$ cat src/hdl/rpra_pkg.sv
// Package for the relative patch record applier.
// Holds the address width, the word types of both channels and the parser phase codes.
// No dependencies.
package rpra_pkg;

    // Width of the running record address; the write command carries 20 bits.
    localparam int ADDR_BITS     = 20;
    localparam int OUT_ADDR_BITS = 20;
    localparam int DELTA_BITS    = 15;
    localparam int WIDE_BITS     = 32;

    typedef logic [ADDR_BITS-1:0] addr_t;

    // One byte of the patch stream.
    typedef struct packed {
        logic [7:0] patch_byte;
        logic       stream_start;
    } patch_word_t;

    // One memory write command.
    typedef struct packed {
        logic [OUT_ADDR_BITS-1:0] write_address;
        logic [7:0]               write_data;
        logic                     record_done;
    } write_word_t;

    // Parser phase, one-hot.
    typedef enum logic [2:0] {
        PH_HDR_LO = 3'b001,
        PH_HDR_HI = 3'b010,
        PH_DATA   = 3'b100
    } phase_t;

    // Request from the input stage to the parser.
    typedef struct packed {
        logic        go;
        patch_word_t word;
    } parse_req_t;

    // Parser state as seen from outside.
    typedef struct packed {
        phase_t     phase;
        logic       long_record;
        logic [1:0] data_index;
    } parse_status_t;

endpackage

$ cat src/hdl/relative_patch_record_applier.sv
// Top level of the relative patch record applier.
// Input register, record parser and write command register.
// Depends on rpra_pkg and rpra_parser.

// The block takes one patch stream byte per cycle unless stalled and turns every data byte
// of a record into one memory write command; header bytes give no command. A byte enters
// an input register, is decoded by the parser against its state, and its command lands in
// the output register. The sustained rate is one byte per clock while the output is not
// stalled, set by the parser update (one 20-bit add of the delta or of the data index).
// A stalled output register holds the input register only while it carries a data byte;
// header bytes pass on.
module relative_patch_record_applier (
    input  logic                  clk,
    input  logic                  rst_n,
    input  logic                  patch_valid,
    output logic                  patch_stall,
    input  rpra_pkg::patch_word_t patch,
    output logic                  write_valid,
    input  logic                  write_stall,
    output rpra_pkg::write_word_t write_cmd
);
    import rpra_pkg::*;

    logic          s1_valid_reg, s1_valid_next;
    patch_word_t   s1_word_reg;
    logic          out_valid_reg, out_valid_next;
    write_word_t   out_word_reg;

    parse_req_t    req;
    logic          has_result;
    write_word_t   result;
    parse_status_t status;

    logic out_free;
    logic s1_go;
    logic s1_load;
    logic out_load;

    // Flow control between the two stages.
    assign out_free    = !out_valid_reg || !write_stall;
    assign s1_go       = s1_valid_reg && (!has_result || out_free);
    assign patch_stall = s1_valid_reg && !s1_go;
    assign s1_load     = patch_valid && !patch_stall;
    assign out_load    = s1_go && has_result;

    assign req.go   = s1_go;
    assign req.word = s1_word_reg;

    rpra_parser u_parser (
        .clk        (clk),
        .rst_n      (rst_n),
        .req        (req),
        .has_result (has_result),
        .result     (result),
        .status     (status)
    );

    // Valid flags of both stages.
    always_comb
    begin
        s1_valid_next = s1_valid_reg;
        if (s1_load)
            s1_valid_next = 1'b1;
        else if (s1_go)
            s1_valid_next = 1'b0;

        out_valid_next = out_valid_reg;
        if (out_load)
            out_valid_next = 1'b1;
        else if (out_valid_reg && !write_stall)
            out_valid_next = 1'b0;
    end

    always_ff @(posedge clk or negedge rst_n)
    begin
        if (!rst_n)
        begin
            s1_valid_reg  <= 1'b0;
            out_valid_reg <= 1'b0;
        end
        else
        begin
            s1_valid_reg  <= s1_valid_next;
            out_valid_reg <= out_valid_next;
        end
    end

    // Payload registers.
    always_ff @(posedge clk)
    begin
        if (s1_load)
            s1_word_reg <= patch;
        if (out_load)
            out_word_reg <= result;
    end

    assign write_valid = out_valid_reg;
    assign write_cmd   = out_word_reg;

    // The input stage stalls only while it holds a byte.
    a_stall_needs_byte: assert property (@(posedge clk) disable iff (!rst_n)
        patch_stall |-> s1_valid_reg)
        else $error("input stall without a held byte");

    // A decoded data byte always reaches the output register.
    a_result_lands: assert property (@(posedge clk) disable iff (!rst_n)
        out_load |=> write_valid)
        else $error("decoded command lost");

    // A short record never reaches data index two.
    a_short_index: assert property (@(posedge clk) disable iff (!rst_n)
        (status.phase == PH_DATA && !status.long_record) |-> !status.data_index[1])
        else $error("short record index out of range");

    // Outside the data phase the index rests at zero.
    a_idle_index: assert property (@(posedge clk) disable iff (!rst_n)
        (status.phase != PH_DATA) |-> (status.data_index == 2'd0))
        else $error("data index not cleared");

endmodule

$ cat src/hdl/rpra_parser.sv
// Record parser of the relative patch record applier.
// Keeps the header, record address and data index state and decodes one byte.
// Depends on rpra_pkg.
module rpra_parser (
    input  logic                   clk,
    input  logic                   rst_n,
    input  rpra_pkg::parse_req_t   req,
    output logic                   has_result,
    output rpra_pkg::write_word_t  result,
    output rpra_pkg::parse_status_t status
);
    import rpra_pkg::*;

    phase_t     phase_reg, phase_next;
    logic [7:0] header_low_reg, header_low_next;
    logic       long_reg, long_next;
    addr_t      addr_reg, addr_next;
    logic [1:0] idx_reg, idx_next;

    // State as this byte sees it, after an optional restart.
    phase_t     eff_phase;
    logic       eff_long;
    addr_t      eff_addr;
    logic [1:0] eff_idx;
    logic [7:0] in_byte;
    logic [DELTA_BITS-1:0] delta;
    addr_t      byte_addr;
    logic [WIDE_BITS-1:0] byte_addr_wide;
    logic       done;

    assign in_byte   = req.word.patch_byte;
    assign eff_phase = req.word.stream_start ? PH_HDR_LO : phase_reg;
    assign eff_long  = req.word.stream_start ? 1'b0 : long_reg;
    assign eff_addr  = req.word.stream_start ? '1 : addr_reg;
    assign eff_idx   = req.word.stream_start ? 2'd0 : idx_reg;

    assign delta          = {in_byte[6:0], header_low_reg};
    assign byte_addr      = eff_addr + ADDR_BITS'(eff_idx);
    assign byte_addr_wide = WIDE_BITS'(byte_addr);
    assign done           = (eff_idx == (eff_long ? 2'd3 : 2'd1));

    // Byte decode and next state.
    always_comb
    begin
        phase_next      = eff_phase;
        header_low_next = header_low_reg;
        long_next       = eff_long;
        addr_next       = eff_addr;
        idx_next        = eff_idx;
        has_result      = 1'b0;
        case (eff_phase)
            PH_HDR_HI:
            begin
                long_next  = in_byte[7];
                addr_next  = eff_addr + ADDR_BITS'(delta);
                idx_next   = 2'd0;
                phase_next = PH_DATA;
            end
            PH_DATA:
            begin
                has_result = 1'b1;
                if (done)
                begin
                    phase_next = PH_HDR_LO;
                    idx_next   = 2'd0;
                end
                else
                begin
                    idx_next = eff_idx + 2'd1;
                end
            end
            default:
            begin
                // Header low byte; stray phase codes behave the same way.
                header_low_next = in_byte;
                phase_next      = PH_HDR_HI;
            end
        endcase
    end

    assign result.write_address = byte_addr_wide[OUT_ADDR_BITS-1:0];
    assign result.write_data    = in_byte;
    assign result.record_done   = done;

    assign status.phase       = phase_reg;
    assign status.long_record = long_reg;
    assign status.data_index  = idx_reg;

    // Parser state registers advance only when a byte is consumed.
    always_ff @(posedge clk or negedge rst_n)
    begin
        if (!rst_n)
        begin
            phase_reg      <= PH_HDR_LO;
            header_low_reg <= 8'd0;
            long_reg       <= 1'b0;
            addr_reg       <= '1;
            idx_reg        <= 2'd0;
        end
        else if (req.go)
        begin
            phase_reg      <= phase_next;
            header_low_reg <= header_low_next;
            long_reg       <= long_next;
            addr_reg       <= addr_next;
            idx_reg        <= idx_next;
        end
    end

endmodule
$ cat config.mk
export PLATFORM = sky130hd
export DESIGN_NAME = relative_patch_record_applier
export DESIGN_NICKNAME = d
export VERILOG_FILES = /design/src/hdl/rpra_pkg.sv /design/src/hdl/relative_patch_record_applier.sv /design/src/hdl/rpra_parser.sv
export SDC_FILE = /design/constraint.sdc
export NUM_CORES = 1
export LEC_CHECK = 0
export BUFFER_PORTS_ARGS = -buffer_cell sky130_fd_sc_hd__buf_4
export CAP_MARGIN = 20
export CORE_UTILIZATION = 32
export CTS_BUF_LIST = sky130_fd_sc_hd__clkbuf_16
export DETAILED_ROUTE_END_ITERATION = 10
export SLEW_MARGIN = 40
export SYNTH_ARGS = -nofsm -noshare
export SYNTH_HDL_FRONTEND = slang
export SYNTH_HIERARCHICAL = 1
export SYNTH_SLANG_ARGS = --single-unit
$ cat constraint.sdc
create_clock -name clk -period 4.3 [get_ports clk]
set_input_delay 0.645 -clock clk [delete_from_list [all_inputs] [get_ports clk]]
set_output_delay 0.645 -clock clk [all_outputs]
set_load 0.1 [all_outputs]
Yosys cells after proc, flatten, opt, wreduce, memory -nomap -nowiden
Cells that the tools add are included.

Equal/unequal tests: 3. Bitwise gates (word level): 1. Add/sub/neg operators: 3. Reductions and logical operators: 16. Mux-type cells: 16.

Operators with widths (count): 20-bit 2-to-1 mux (2); 20-bit by 15-bit adder with 20-bit output (1); 20-bit by 2-bit adder with 20-bit output (1); 1-bit 2-to-1 mux (7); 2-bit 2-to-1 mux (3); 3-bit 2-to-1 mux (2); 3-bit one-hot mux with 2 select lines (1); 1-bit logical AND (5); 1-bit zero test (5); 2-bit one-hot mux with 2 select lines (1); 2-bit nonzero test (2); 3-bit by 2-bit equality test with 1-bit output, second input constant (1); 3-bit equality test, second input constant (1); 2-bit by 1-bit adder with 2-bit output, second input constant (1); 2-bit equality test (1); 1-bit logical OR (2); 2-bit AND reduction (1); 2-bit OR reduction (1); 1-bit NOT (1).

Bits in registers: 74. Logic and storage cells: 51. Output and inout port bits: 31. Bits of input ports: 13.

Logic depth before layout (Yosys ltp)
Word-level depth: 11. Mapped depth: 12. Depth with buffers taken out: 9.

Hierarchy
Netlist, hierarchy kept.

By module, submodules not included: rpra_parser (area each 2792.7 um2, seq. area each 877.1 um2, instances 1, cells an instance 329); relative_patch_record_applier (area each 1246.2 um2, seq. area each 1191.1 um2, instances 1, cells an instance 50).

Worst setup path after synthesis
OpenSTA, ideal clock, no wires.

Path kind: register -> register. Start point: reg s1_word_reg, in the netlist req[0]. End point: reg out_word_reg, in the netlist write_cmd[0], enable pin. Arrival: 2767 ps. Setup slack: 1108 ps. Cell stages (with the launch flop): 6. Required time: 3875 ps. Setup time: 425 ps. Path buffers: 2. Clock period less this slack: 3192 ps. Cell sequence: edfxtp_1 > clkbuf_2 > buf_4 > nor4b_2 > nand2_1 > a21oi_1.

Longest elaborated chain between the ends: 7.

RTL lines: from (decl) (RTL line relative_patch_record_applier.sv:25) `patch_word_t s1_word_reg;`; from (signal assigned) (RTL line relative_patch_record_applier.sv:92) `s1_word_reg <= patch;`; 3-bit 2-to-1 mux * (RTL line rpra_parser.sv:32) `assign eff_phase = req.word.stream_start ? PH_HDR_LO : phase_reg;`; 3-bit equality test * (RTL line rpra_parser.sv:51) `case (eff_phase)`; 1-bit 2-to-1 mux * (RTL line rpra_parser.sv:51); net has_result (RTL line relative_patch_record_applier.sv:30) `logic has_result;`; 1-bit zero test (RTL line relative_patch_record_applier.sv:41) `assign s1_go = s1_valid_reg && (!has_result || out_free);`; 1-bit logical OR (RTL line relative_patch_record_applier.sv:41); 1-bit logical AND (RTL line relative_patch_record_applier.sv:41); 1-bit logical AND * (RTL line relative_patch_record_applier.sv:44) `assign out_load = s1_go && has_result;`; net out_load (RTL line relative_patch_record_applier.sv:37) `logic out_load;`; to (signal assigned) (RTL line relative_patch_record_applier.sv:94) `out_word_reg <= result;`; to (decl) (RTL line relative_patch_record_applier.sv:27) `write_word_t out_word_reg;`.

The timed path passes the listed nets; every way through them passes the cells marked *. A chain may end at the register's enable or synchronous reset.

Worst setup path in the final report
Start point: reg s1_word_reg, in the netlist req[0]. End point: reg u_parser.addr_reg[16].

Longest elaborated chain between the ends: 6. Elaborated cells between the ends (all ways): 10. Classes of those cells: add/sub: 1; eq/ne: 2; mux: 4; reduce/logical: 3.

RTL lines: branches (longest 6 deep; another with 20-bit by 15-bit adder with 20-bit output); to (signal assigned) (RTL line rpra_parser.sv:105) `addr_reg <= addr_next;`; to (decl) (RTL line rpra_parser.sv:17) `addr_t addr_reg, addr_next;`.

Parallel ways; which one is timed is not known.

==> results.rst <==
.. list-table::
   :header-rows: 1

   * - Metric
     - Value
   * - Final worst path period share
     - just over 70%
   * - Length of the first detailed-routing pass in iterations
     - 5
   * - Total count of hold-check failures in the final report
     - 0
   * - M2 GR Usage
     - 22.9%
   * - Net Count, Synth
     - about 410
   * - CP startpoint kind
     - register
   * - Data arrival time of the critical path
     - between 3 and 4 ns
   * - Routed vias/inst
     - 5.01
   * - Height of the die
     - 114 um
   * - Number of cells after detailed placement
     - around 570
   * - Hold_ws
     - ~0.27 ns
   * - Largest net degree at the start of global routing
     - 37
   * - Cell with the biggest individual delay on the critical path
     - edfxtp_1
   * - Delay of the slowest cell on the worst path
     - ~0.66 ns
   * - Global-route track usage on met3
     - under 10%
   * - Total setup violations reported at the end of the flow
     - 0
   * - DP HPWL
     - roughly 6.5 mm
   * - GRT Residual Overflow
     - 0
   * - Hold Path Class
     - in -> async
   * - Global-route track usage on met1
     - roughly a fifth
   * - Highest clock rate
     - between 300 and 400 MHz
   * - CTS tree
     - done
   * - Hold-fix buffers at CTS
     - 0
   * - Warnings from Yosys
     - 6
   * - Number of resized instances in the post-cts repair step
     - 0
   * - Quantity of I/O buffers inserted on ports
     - 43
   * - Clock sink count
     - 74
   * - Most frequent cells in the layout
     - buf_4, a21oi_1, edfxtp_1, nor2_1, nand2_1
   * - Vias after detailed routing
     - 2941
   * - R2r endpoint
     - u_parser/addr_reg[16]
   * - Total leakage power
     - ~1.8 nW
   * - Initial antenna violation count
     - 0
   * - Syn Std Cell Area
     - 4030 um2
   * - CP cell instances
     - or2_2 -> ha_1 -> fa_1 -> a211oi_1 -> o211ai_1 -> a31o_2 -> a31oi_1 -> nor2_1 -> xnor2_1
   * - Max-capacitance violation count
     - 0
   * - Number of rows in the core area
     - 40
   * - Post-route cell area
     - between 4000 and 5000 um2
   * - Clk buf depth
     - 2
   * - Final critical-path required period
     - around 3.1 ns
   * - R2r worst-path depth
     - 9
   * - Worst setup path category
     - reg -> reg
   * - Deepest level of the CTS H-tree
     - 3
   * - Final standard cell count with taps included and fillers excluded
     - a little under 600
   * - Layout area overhead
     - 18.1%
   * - Residual antenna-violating net count after detailed routing
     - 0
   * - Final setup slack of the worst path
     - 1.19 ns
   * - Transition at the pin with the smallest max-transition slack
     - 0.664 ns
   * - Final wirelength
     - ~8.9 mm
   * - Via count of the first global-routing pass
     - between 2000 and 3000
   * - Worst slack at placement
     - 1.22 ns
   * - PD cells
     - 512 nW/um2
   * - Data required time of the worst path
     - around 4.6 ns
   * - Tot Pwr
     - between 2 and 2.5 mW
   * - Count of inserted antenna diode cells
     - 0
   * - Postcts setup bufs
     - 0
   * - Tot GR Track Use
     - 14.7%
   * - Starting density of the core
     - roughly a third
   * - Peak fanout along the critical path
     - 21
   * - First-pass GRT wire length
     - 14.5 mm
   * - Total Nets Final
     - 447
   * - Inserted Clock Buffers
     - 9
   * - Core Util, Final
     - about 39%
   * - Setup Total Neg Slack
     - 0 ns
   * - Synthesized instance count
     - around 380
   * - Internal reg-to-reg setup slack
     - ~1.2 ns
   * - Weighted congestion reported at the end of routability-driven placement
     - slightly below 1
   * - Detailed-route DRC error count
     - 0
   * - Source of the worst register-to-register timing path
     - req[0]
   * - Clock root buffer
     - clkbuf_16
   * - Fin. max-slew vios
     - 0
   * - Clk_skew
     - between 0.009 and 0.01 ns
   * - Outcome
     - completed
   * - Width of the chip
     - about 110 um
   * - Global-route layer with the greatest usage
     - met2
   * - CTS clk-pin slew, worst paths
     - around 0.05 ns
   * - Relative slew margins
     - ~56%
   * - I/O pin count
     - 44
   * - Most common cell after layout, fill and taps aside
     - buf_4
   * - Avg Inst Size Synth
     - roughly 11 um2
   * - Post-detailed-route wirelength per cell
     - about 15 um
   * - Setup repair after global routing missed its margin
     - false
   * - Clk_lat worst skew
     - approximately 0.34 ns
   * - Setup crit end kind
     - register
   * - Max rail drop VDD
     - 143 uV
   * - DRC violation total after the first TritonRoute iteration
     - 197
   * - Floorplan Core Area
     - 12200 um2
   * - Placed inst area
     - around 4500 um2
   * - Total Die Area
     - 13100 um2
   * - Flip-flop count of the largest register, all copies and words added
     - 29
   * - Fraction of final layout cells with drive strength greater than 1
     - 27.9%
-- where the power goes --
group	internal (mW)	switching [mW]	leakage, nW
Clock	0.438	0.280	0.150
Combinational	0.294	0.442	0.955
Sequential	0.889	0.0934	0.743
Total	1.62	0.815	1.85
-- worst max path at each step --
stage / start / endpoint / slack (ns) / cells after the start
after floorplan: req[0] / write_cmd[0] / 1.11 / 5
after CTS: req[0] / u_parser/addr_reg[16] / 1.19 / 9
after global placement: req[0] / write_cmd[27] / 1.25 / 7
after global routing: req[0] / u_parser/addr_reg[16] / 0.92 / 9
after detailed placement: req[0] / u_parser/addr_reg[16] / 1.22 / 9
final: req[0] / u_parser/addr_reg[16] / 1.19 / 9
-- routing by layer --
layer  vias up  part of all wire (%)
met3        22                   4.8
met5         -                     0
met1      1406                    46
li1       1425                     -
met4         0                   2.7
met2        88                    46
-- cell type report --
cell class,count,area [um2]
Inverter,13,48.8
Sequential cell,74,2070
Clock inverter,7,55.1
Multi-Input combinational cell,269,1790
Timing Repair Buffer,47,360
Fill cell,1175,7400
Clock buffer,9,225
Tap cell,168,210
-- critical path: cells and delay by family, from the launching register on --
kind,cells,cell delay (ns)
adder cells (fa/ha/maj),2,0.64
XOR/XNOR,1,0.16
flip-flops,1,0.66
AO/OA/AOI/OAI,4,1.06
AND/OR/NAND/NOR,2,0.52
(Power assumes the default switching activity.)
